## src/tnd_pkg.sv

```systemverilog
package tnd_pkg;

  // decode modes; code 3 is unused and decodes as control
  typedef enum logic [1:0] {
    MODE_CTRL = 2'd0,
    MODE_LIT  = 2'd1,
    MODE_PACK = 2'd2
  } mode_t;

  // register indexes on the config port
  localparam logic [1:0] REG_LITERAL_KEY   = 2'd0;
  localparam logic [1:0] REG_LINE_END_CODE = 2'd1;

  localparam logic [7:0] KEY_RESET      = 8'h33;
  localparam logic [7:0] LINE_END_RESET = 8'h0D;
  localparam logic [7:0] CTRL_LINE_END  = 8'hFF;

  localparam int unsigned FIFO_DEPTH = 4;
  localparam int unsigned PTR_W      = $clog2(FIFO_DEPTH);
  localparam int unsigned CNT_W      = $clog2(FIFO_DEPTH + 1);

  // words produced by one decoded byte
  typedef struct packed {
    logic [1:0] cnt;
    logic [7:0] byte0;
    logic [7:0] byte1;
  } res_t;

  function automatic logic [7:0] char_lut(input logic [3:0] code);
    logic [7:0] c;
    case (code)
      4'h0:    c = 8'h00;
      4'h1:    c = 8'h20;
      4'h2:    c = 8'h2D;
      4'h3:    c = 8'h2E;
      4'h4:    c = 8'h30;
      4'h5:    c = 8'h31;
      4'h6:    c = 8'h32;
      4'h7:    c = 8'h33;
      4'h8:    c = 8'h34;
      4'h9:    c = 8'h35;
      4'hA:    c = 8'h36;
      4'hB:    c = 8'h37;
      4'hC:    c = 8'h38;
      4'hD:    c = 8'h39;
      4'hE:    c = 8'h0A;
      default: c = 8'h00;
    endcase
    return c;
  endfunction

endpackage

```

## src/tnd_decode.sv

```systemverilog
module tnd_decode (
  input  logic          clk,
  input  logic          rst_n,
  input  logic          cfg_valid,
  input  logic [1:0]    cfg_index,
  input  logic [7:0]    cfg_data,
  input  logic          item_adv,
  input  logic [7:0]    item_byte,
  input  logic          item_fend,
  output tnd_pkg::res_t res
);
  import tnd_pkg::*;

  logic [7:0] key_r, line_end_r;
  mode_t      mode_r, mode_nxt;
  logic [6:0] chars_left_r, chars_left_nxt;
  logic [7:0] hi_c, lo_c;

  assign hi_c = char_lut(item_byte[7:4]);
  assign lo_c = char_lut(item_byte[3:0]);

  always_comb begin
    res            = '0;
    mode_nxt       = mode_r;
    chars_left_nxt = chars_left_r;
    case (mode_r)
      MODE_LIT: begin
        res.cnt        = 2'd1;
        res.byte0      = item_byte ^ key_r;
        chars_left_nxt = (chars_left_r != 7'd0) ? chars_left_r - 7'd1 : 7'd0;
      end
      MODE_PACK: begin
        res.cnt   = 2'd1;
        res.byte0 = hi_c;
        if (chars_left_r >= 7'd2 && lo_c != 8'h00) begin
          res.cnt        = 2'd2;
          res.byte1      = lo_c;
          chars_left_nxt = chars_left_r - 7'd2;
        end else begin
          chars_left_nxt = 7'd0;
        end
      end
      default: begin
        if (item_byte == CTRL_LINE_END) begin
          res.cnt        = 2'd1;
          res.byte0      = line_end_r;
          chars_left_nxt = 7'd0;
        end else begin
          chars_left_nxt = item_byte[6:0];
        end
      end
    endcase
    // run direction only set from a control byte; otherwise keep mode
    if (chars_left_nxt == 7'd0) begin
      mode_nxt = MODE_CTRL;
    end else if (mode_r != MODE_LIT && mode_r != MODE_PACK) begin
      mode_nxt = item_byte[7] ? MODE_PACK : MODE_LIT;
    end
    if (item_fend) begin
      mode_nxt       = MODE_CTRL;
      chars_left_nxt = 7'd0;
    end
  end

  always_ff @(posedge clk) begin
    if (!rst_n) begin
      key_r        <= KEY_RESET;
      line_end_r   <= LINE_END_RESET;
      mode_r       <= MODE_CTRL;
      chars_left_r <= 7'd0;
    end else begin
      if (cfg_valid && cfg_index == REG_LITERAL_KEY) begin
        key_r <= cfg_data;
      end
      if (cfg_valid && cfg_index == REG_LINE_END_CODE) begin
        line_end_r <= cfg_data;
      end
      if (item_adv) begin
        mode_r       <= mode_nxt;
        chars_left_r <= chars_left_nxt;
      end
    end
  end

  // an open run always owes characters, and control mode owes none
  a_mode_count: assert property (@(posedge clk) disable iff (!rst_n)
    (mode_r == MODE_CTRL) == (chars_left_r == 7'd0))
    else $error("run mode and character count disagree");

endmodule

```

## src/tnd_res_fifo.sv

```systemverilog
module tnd_res_fifo (
  input  logic          clk,
  input  logic          rst_n,
  input  logic          push,
  input  tnd_pkg::res_t res,
  output logic          room,
  output logic          out_valid,
  input  logic          out_stall,
  output logic [7:0]    out_byte,
  output logic          out_last
);
  import tnd_pkg::*;

  logic [7:0]       byte_q [FIFO_DEPTH];
  logic             last_q [FIFO_DEPTH];
  logic [PTR_W-1:0] wr_ptr_r, rd_ptr_r;
  logic [CNT_W-1:0] count_r, count_nxt;
  logic [1:0]       push_n;
  logic             pop;

  assign push_n    = push ? res.cnt : 2'd0;
  assign out_valid = (count_r != '0);
  assign pop       = out_valid && !out_stall;
  // room for a two-word item
  assign room      = (count_r <= CNT_W'(FIFO_DEPTH - 2));
  assign out_byte  = byte_q[rd_ptr_r];
  assign out_last  = last_q[rd_ptr_r];
  assign count_nxt = count_r + CNT_W'(push_n) - CNT_W'(pop);

  always_ff @(posedge clk) begin
    if (push_n != 2'd0) begin
      byte_q[wr_ptr_r] <= res.byte0;
      last_q[wr_ptr_r] <= (push_n == 2'd1);
    end
    if (push_n == 2'd2) begin
      byte_q[wr_ptr_r + PTR_W'(1)] <= res.byte1;
      last_q[wr_ptr_r + PTR_W'(1)] <= 1'b1;
    end
  end

  always_ff @(posedge clk) begin
    if (!rst_n) begin
      wr_ptr_r <= '0;
      rd_ptr_r <= '0;
      count_r  <= '0;
    end else begin
      wr_ptr_r <= wr_ptr_r + PTR_W'(push_n);
      rd_ptr_r <= rd_ptr_r + PTR_W'(pop);
      count_r  <= count_nxt;
    end
  end

  a_no_overflow: assert property (@(posedge clk) disable iff (!rst_n)
    count_r <= CNT_W'(FIFO_DEPTH))
    else $error("result queue overflow");

  // the two words of a packed byte are pushed together
  a_pair_whole: assert property (@(posedge clk) disable iff (!rst_n)
    (out_valid && !out_last) |-> (count_r >= CNT_W'(2)))
    else $error("first of a pair queued without its partner");

  a_step: assert property (@(posedge clk) disable iff (!rst_n)
    (push && !room) |-> 1'b0)
    else $error("item decoded while queue short of room");

endmodule

```

## src/text_run_nibble_decoder_top.sv

```systemverilog
// Path: a word accepted into the input register is decoded there and is pushed
//   into the result queue once it has room for two bytes; the head drives out_*.
// Throughput: one word per cycle for runs yielding one byte each, while out_stall
//   is low; a two-character packed byte holds the single result port for both.
// Reset: rst_n synchronous, active low; clears modes, run count and queue,
//   and returns the keys to 0x33 and 0x0D.
module text_run_nibble_decoder_top (
  input  logic       clk,
  input  logic       rst_n,
  // encoded stream
  input  logic       in_valid,
  output logic       in_stall,
  input  logic [7:0] in_byte,
  input  logic       in_frame_end,
  // decoded text
  output logic       out_valid,
  input  logic       out_stall,
  output logic [7:0] out_byte,
  output logic       out_last,
  // config writes
  input  logic       cfg_valid,
  output logic       cfg_ready,
  input  logic [1:0] cfg_index,
  input  logic [7:0] cfg_data
);
  import tnd_pkg::*;

  // input register
  logic       in_valid_r;
  logic [7:0] in_byte_r;
  logic       in_fend_r;
  logic       room;
  logic       adv;
  res_t       res;

  // the held word moves into the decoder once the queue can take two bytes
  assign adv       = in_valid_r && room;
  assign in_stall  = in_valid_r && !room;
  assign cfg_ready = 1'b1;

  always_ff @(posedge clk) begin
    if (!rst_n) begin
      in_valid_r <= 1'b0;
    end else if (!in_stall) begin
      in_valid_r <= in_valid;
    end
  end

  // payload: no reset
  always_ff @(posedge clk) begin
    if (in_valid && !in_stall) begin
      in_byte_r <= in_byte;
      in_fend_r <= in_frame_end;
    end
  end

  // run state and per-byte decode
  tnd_decode u_decode (
    .clk       (clk),
    .rst_n     (rst_n),
    .cfg_valid (cfg_valid),
    .cfg_index (cfg_index),
    .cfg_data  (cfg_data),
    .item_adv  (adv),
    .item_byte (in_byte_r),
    .item_fend (in_fend_r),
    .res       (res)
  );

  // result queue; the head is the output register
  tnd_res_fifo u_fifo (
    .clk       (clk),
    .rst_n     (rst_n),
    .push      (adv),
    .res       (res),
    .room      (room),
    .out_valid (out_valid),
    .out_stall (out_stall),
    .out_byte  (out_byte),
    .out_last  (out_last)
  );

endmodule

```

## config.mk

```make
export PLATFORM = sky130hd
export DESIGN_NAME = text_run_nibble_decoder_top
export DESIGN_NICKNAME = d
export VERILOG_FILES = /design/src/tnd_pkg.sv /design/src/tnd_decode.sv /design/src/tnd_res_fifo.sv /design/src/text_run_nibble_decoder_top.sv
export SDC_FILE = /design/constraint.sdc
export NUM_CORES = 1
export LEC_CHECK = 0
export BUFFER_PORTS_ARGS = -buffer_cell sky130_fd_sc_hd__buf_2
export CAP_MARGIN = 20
export CORE_MARGIN = 2
export CORE_UTILIZATION = 50
export CTS_BUF_LIST = sky130_fd_sc_hd__clkbuf_2
export DETAILED_ROUTE_END_ITERATION = 7
export GPL_TIMING_DRIVEN = 0
export PLACE_DENSITY = 0.68
export SLEW_MARGIN = 0
export SYNTH_ARGS = -nofsm -noshare
export SYNTH_HDL_FRONTEND = slang
export SYNTH_SLANG_ARGS = --single-unit
```

## constraint.sdc

```tcl
create_clock -name clk -period 5.4 [get_ports clk]
set_clock_uncertainty 0.1 [all_clocks]
set_input_delay 0 -clock clk [delete_from_list [all_inputs] [get_ports clk]]
set_output_delay 0 -clock clk [all_outputs]
set_load 0.05 [all_outputs]
```

## Word-level counts from Yosys, hierarchy flattened

Memories as Yosys holds them, arrays and structs flattened. A register that Yosys moved wholly into a read port is not among the register bits.
Index checks and enable logic that the tools add are counted.

- Word-level logic and storage cells: 74
- Input port bits: 24
- Memories kept: 4
- Memory bits (read-only): 192
- Register bits after elaboration: 42
- Bits in writable memories: 36
- Output and inout bits: 12

- Bitwise operators: 1
- Equality and inequality tests: 8
- Reductions and logical operators: 19
- Order comparisons: 2
- Add/subtract/negate cells: 7
- Muxes and demuxes: 23

Memory list:

| memory | words | width | rd ports | clocked after memory_dff | wr ports | RTL line | RTL |
|---|---|---|---|---|---|---|---|
| (name not given) | 16 | 6 | 1 | 1 | 0 | tnd_pkg.sv:31 | `case (code)` |
| (name not given) | 16 | 6 | 1 | 1 | 0 | tnd_pkg.sv:31 |  |
| u_fifo.byte_q | 4 | 8 | 1 | 1 | 2 | tnd_res_fifo.sv:14 | `logic [7:0] byte_q [FIFO_DEPTH];` |
| u_fifo.last_q | 4 | 1 | 1 | 1 | 2 | tnd_res_fifo.sv:15 | `logic last_q [FIFO_DEPTH];` |

Operator list:

| cell | count |
|---|---|
| 7-bit 2-to-1 mux | 4 |
| 10-bit case mux with 2 select lines | 1 |
| 2-bit 2-to-1 mux | 8 |
| 8-bit 2-to-1 mux | 2 |
| 7-bit case mux with 2 select lines | 1 |
| 9-bit 2-to-1 mux | 1 |
| 8-bit equality test (second input constant) | 1 |
| 1-bit logical AND | 8 |
| 4-bit 2-to-1 mux | 2 |
| 8-bit nonzero test | 1 |
| 8-bit XOR | 1 |
| 7-bit by 2-bit greater-or-equal comparator with 1-bit output (second input constant) | 1 |
| 7-bit zero test | 1 |
| 7-bit nonzero test | 1 |
| 7-bit by 1-bit subtractor with 7-bit output (second input constant) | 1 |
| 7-bit by 2-bit subtractor with 7-bit output (second input constant) | 1 |
| 2-bit by 1-bit equality test with 1-bit output (second input constant) | 3 |
| 3-bit nonzero test | 2 |
| 2-bit equality test (second input constant) | 2 |
| 1-bit 2-to-1 mux | 4 |
| 3-bit by 2-bit adder with 3-bit output | 1 |
| 3-bit by 2-bit less-or-equal comparator with 1-bit output (second input constant) | 1 |
| 1-bit zero test | 3 |
| 3-bit by 1-bit subtractor with 3-bit output | 1 |
| 8 further kinds | 8 |

## Logic depth before layout (Yosys ltp)

- Depth in word-level cells: 8
- Mapped depth: 14
- Depth with buffers taken out: 13

## By module

A second synthesis with hierarchy kept.

- Cells, all modules: 419
- Area total of the unflattened synthesis: 4504.3 sq um

Modules (own cells, without submodules):

| module | area an instance (sq um) | instances | seq. area each (sq um) | cells each |
|---|---|---|---|---|
| tnd_res_fifo | 2269.7 | 1 | 1181.1 | 157 |
| tnd_decode | 1899.3 | 1 | 500.5 | 246 |
| text_run_nibble_decoder_top | 335.3 | 1 | 290.3 | 16 |

## Worst setup path after synthesis

OpenSTA, ideal clock, no wires.

- Path kind: flip-flop to flip-flop
- Start: register u_decode.chars_left_r[1]
- End: register u_fifo.count_r[2]
- Setup time: 0.115 ns
- Required time: 5.185 ns
- Cell stages (with the launch flop): 13
- Arrival time: 2.459 ns
- Setup slack: 2.727 ns
- Period minus slack after synthesis: 2.673 ns
- Buffers on the path: 0
- Cells stage by stage: dfxtp_1 inv_1 ha_1 nor3b_2 nand3_2 nand3_1 nor2_1 inv_2 ha_1 fa_1 xor2_1 xnor2_1 and2_1

- Longest elaborated chain between the ends: 7

RTL lines:

| element | RTL line | RTL |
|---|---|---|
| start: declaration | tnd_decode.sv:16 | `logic [6:0] chars_left_r, chars_left_nxt;` |
| start signal: assignment | tnd_decode.sv:80 | `chars_left_r <= chars_left_nxt;` |
| 7-bit by 2-bit greater-or-equal comparator with 1-bit output | tnd_decode.sv:35 | `if (chars_left_r >= 7'd2 && lo_c != 8'h00) begin` |
| 1-bit logical AND | tnd_decode.sv:35 |  |
| 2-bit 2-to-1 mux | tnd_decode.sv:35 |  |
| 10-bit case mux with 2 select lines | tnd_decode.sv:26 | `case (mode_r)` |
| 2-bit 2-to-1 mux | tnd_res_fifo.sv:21 | `assign push_n = push ? res.cnt : 2'd0;` |
| 3-bit by 2-bit adder with 3-bit output | tnd_res_fifo.sv:28 | `assign count_nxt = count_r + CNT_W'(push_n) - CNT_W'(pop);` |
| 3-bit by 1-bit subtractor with 3-bit output | tnd_res_fifo.sv:28 |  |
| end signal: assignment | tnd_res_fifo.sv:49 | `count_r <= count_nxt;` |
| end: declaration | tnd_res_fifo.sv:17 | `logic [CNT_W-1:0] count_r, count_nxt;` |

Every way passes these cells.
A chain may end at the register's enable or synchronous reset.

## Final worst setup path

Same ends and word-level chain as after synthesis.

==> impl_metrics.csv <==
group,metric,value,unit
floorplan,die_x,99.09,µm
critical_path,worstPathArrival,3510,ps
floorplan,core,0.008763,mm²
pwr,leakagePower,1.953,nW
critical_path,crit_slowest_cell,"dfxtp_1",
critical_path,critPathLaunch,"u_decode.chars_left_r[1]$_SDFFE_PN0P_",
critical_path,crit_family,"buffers and inverters",
yosys,syn_nets,491,
layout,syn2layout_area_growth,14.97,%
clock_tree,cts_buffers,9,
sta,maxSlewViolCount,0,
critical_path,required,5830,ps
yosys,synth_seq_cells,90,
critical_path,cpPeakStageDelay,510,ps
sta,final.setup.tns,0,ps
route,dr.pass1.iters,5,
floorplan,row_count,34,
route,drc,0,
yosys,yosysSeqAreaShare,0.4716,
global_routing,grt_pass1_vias,3492,
clock_tree,cts_setup_buffers,0,
layout,fin_nets,561,
global_routing,grt_max_degree,20,
floorplan,ioPinCount,36,
layout,drive_above_1_share,0.1434,
floorplan,initial_core_util,0.5158,
yosys,syn_inst,455,
global_routing,grt_usage,0.2178,
global_routing,grt_pass1_wl,16990,µm
critical_path,worst_setup_path_end_kind,"flip-flop",
status,status,"complete, no violations",
hold_path,hold_path.class,"in2reg",
sta,min_period_over_period,0.5707,
critical_path,r2r_end,"u_fifo.count_r[2]$_SDFF_PN0_",
place,dp.final_hpwl,7578,µm
route,post_drt_wl_per_cell,16.03,µm
critical_path,critical_path_buf_inv_count,4,
yosys,syn_area_per_cell,9.935,µm²
critical_path,path_depth,14,
route,route.final.wire_length,10230,µm
yosys,ys_types,56,
clock_tree,clock-root-buffer,"clkbuf_2",
sta,rsz0062_at_grt,"no",
yosys,async_reset_ff_frac,0,
layout,multiInputGateArea,0.002231,mm²
clock_tree,cts_tree,"done",
critical_path,cpMostUsedCell,"inv_1",
flow_run,cap_viol_max_count,0,
route,vias,3617,
route,postRouteAntennaNets,0,
layout,fillerInstances,786,
pwr,powerDensity,322.4,mW/mm²
route,drt-initial-drc-count,139,
pwr,irDropWorstVdd,0.1415,mV
global_routing,antenna_found_initial,0,
yosys,synth_enable_flop_cells,33,
route,via_per_inst,5.669,
clock_tree,htreeDepth,3,
global_routing,gr-total-overflow,0,
critical_path,path_class,"reg2reg",
yosys,yosys_warnings,0,
place,routabilityCongestion,0.8882,
clock_tree,clk_latency,550,ps
pwr,finalPower,1.676,mW
floorplan,die-area,0.009818,mm²
critical_path,ff2ff_path_depth,14,
sta,period_minus_slack,3082,ps
clock_tree,cts.clk_slew.worst_paths,300,ps
layout,num_antenna_cells,0,
sta,slew_headroom,0.3335,
yosys,synth_area,0.004521,mm²
sta,worst_pin_slew,992.1,ps
critical_path,endpoint,"u_fifo.count_r[2]$_SDFF_PN0_",
critical_path,worstPathMaxFanout,10,
sta,hold_viol,0,
layout,regArea,0.002132,mm²
critical_path,r2r-start,"u_decode.chars_left_r[1]$_SDFFE_PN0P_",
critical_path,start_kind,"flip-flop",
clock_tree,clockBufferDepth,2,
clock_tree,clkSinkCount,90,
critical_path,rrSetupSlack,2320,ps
yosys,synth_top_flop_cell,"dfxtp_1",
place,portBuffers,34,
floorplan,die_h,99.09,µm
sta,fmax,324.5,MHz
sta,setup_viol,0,
critical_path,path_cells,"inv_1, ha_1, nor3b_2, nand3_2, a21boi_0, o31ai_1, clkbuf_1, inv_1, ha_1, inv_1, fa_1, xor2_1, xnor2_1, and2_1",
==> worst min path at each step <==
| stage | start | end | cells past startpoint |
|---|---|---|---|
| after CTS | in_frame_end | in_fend_r$_DFFE_PP_ | 2 |
| after global placement | in_frame_end | in_fend_r$_DFFE_PP_ | 1 |
| final | cfg_index[1] | u_decode.key_r[0]$_SDFFE_PN1P_ | 5 |
| after detailed placement | in_frame_end | in_fend_r$_DFFE_PP_ | 1 |
| after global routing | in_byte[0] | in_byte_r[0]$_DFFE_PP_ | 2 |
| after floorplan | in_byte[0] | in_byte_r[0]$_DFFE_PP_ | 0 |
==> worst min-delay path, cell delays in order <==
cell and delay [ps]:
buf_2 80, nor3b_1 40, buf_1 300, mux2i_1 200
nand2_1 60
==> kinds of logic after synthesis <==
family          after synthesis  share of synthesized area
mux                          33                    0.09798
xor+xnor                     15                    0.02906
compound gates              116                     0.1683
buf+inv                      37                    0.03487
simple gates                151                     0.1625
flops                        90                     0.4716
other cells                   1                  0.0008295
fa+ha+maj                    12                    0.03487
==> synthesized netlist by cell type, drive strengths merged (3+ instances only) <==
cell	count	area (µm²)
o21a	4	30.03
nor3b	3	27.52
buf	7	45.03
edfxtp	33	991.0
xnor2	3	26.28
a21oi	16	80.08
nand2	43	161.4
or2	5	31.28
o31ai	4	30.03
o211ai	4	30.03
a221oi	5	43.79
inv	17	63.81
a211oi	4	30.03
o41ai	3	26.28
clkbuf	13	48.80
and2	9	56.30
o21ai	24	123.9
nor3	4	20.02
dfxtp	57	1141
nand2b	4	25.02
ha	11	137.6
o22ai	26	162.7
a22oi	15	112.6
a21boi	3	22.52
mux4	9	202.7
mux2i	24	240.2
nand3	6	35.03
nor2	46	172.7
nor2b	19	118.9
xor2	12	105.1
==> registers in the layout (all words and copies together) (netlist names) <==
| name | flops |
|---|---|
| in_valid_r | 1 |
| u_decode.mode_r | 2 |
| u_fifo.byte_q | 32 |
| in_byte_r | 8 |
| u_fifo.wr_ptr_r | 2 |
| u_decode.line_end_r | 8 |
| u_decode.lo_c | 6 |
| u_fifo.count_r | 3 |
| u_fifo.rd_ptr_r | 2 |
| u_decode.chars_left_r | 7 |
| in_fend_r | 1 |
| u_decode.key_r | 8 |
| u_fifo.last_q | 4 |
| u_decode.hi_c | 6 |
==> cell type report <==
class                           count  share of cell area
Buffer                             20             0.01805
Clock buffer                        9            0.008666
Clock inverter                      7             0.01468
Inverter                           17             0.01228
Multi-Input combinational cell    328              0.4292
Sequential cell                    90              0.4102
Tap cell                          108             0.02600
Timing Repair Buffer               59             0.08089
==> cells in the final DEF, fill, tap and decap left out, types with 5 or more instances in the layout <==
cell type	Yosys	routed
o22ai_1	26	26
or2_2	5	5
inv_1	16	16
dlygate4sd3_1	0	25
edfxtp_1	33	33
clkbuf_2	0	9
a221oi_1	5	5
xor2_1	12	12
a21oi_1	16	16
mux4_2	9	9
ha_1	11	11
dfxtp_1	57	57
mux2i_1	24	24
nand3_1	5	5
buf_2	3	37
clkbuf_1	13	13
and2_1	9	9
nor2_1	46	46
nand2_1	43	43
a22oi_1	15	15
o21ai_0	20	20
nor2b_1	19	19
==> through the flow <==
step / instances / utilization / instance area (µm²) / setup slack (ps) / hold slack [ps]
2_1_floorplan: 455 / - / 4521 / 2727 / -1.131
3_3_place_gp: 597 / 0.5507 / 4826 / 2397 / 78.72
3_5_place_dp: 597 / 0.5507 / 4826 / 2342 / 81.92
4_1_cts: 637 / 0.5919 / 5187 / 2311 / 16.89
5_1_grt: 638 / 0.5931 / 5197 / 2009 / 9.786
6_report: 638 / 0.5931 / 5197 / 2318 / 48.52
==> metal layers <==
metal	wire, µm	part of all wire	vias up	track usage
met3	373	0.036	12	0.03191
met5	0	0	-	0
li1	-	-	1807	-
met2	4901	0.48	83	0.3617
met1	4802	0.47	1715	0.2997
met4	148	0.014	0	0.05796
==> timing repair <==
action / in CTS / in global routing
hold buffers: 24 / 1
gates resized for setup: 0 / 0
endpoints found under the hold margin: 53 / 1
==> power by group <==
part           total, mW  internal, mW  switching (mW)
logic              0.536         0.201           0.335
registers          0.795         0.758          0.0372
clock network      0.345        0.0795           0.265
total               1.68          1.04           0.637
Power figures use the tool's default switching activity.
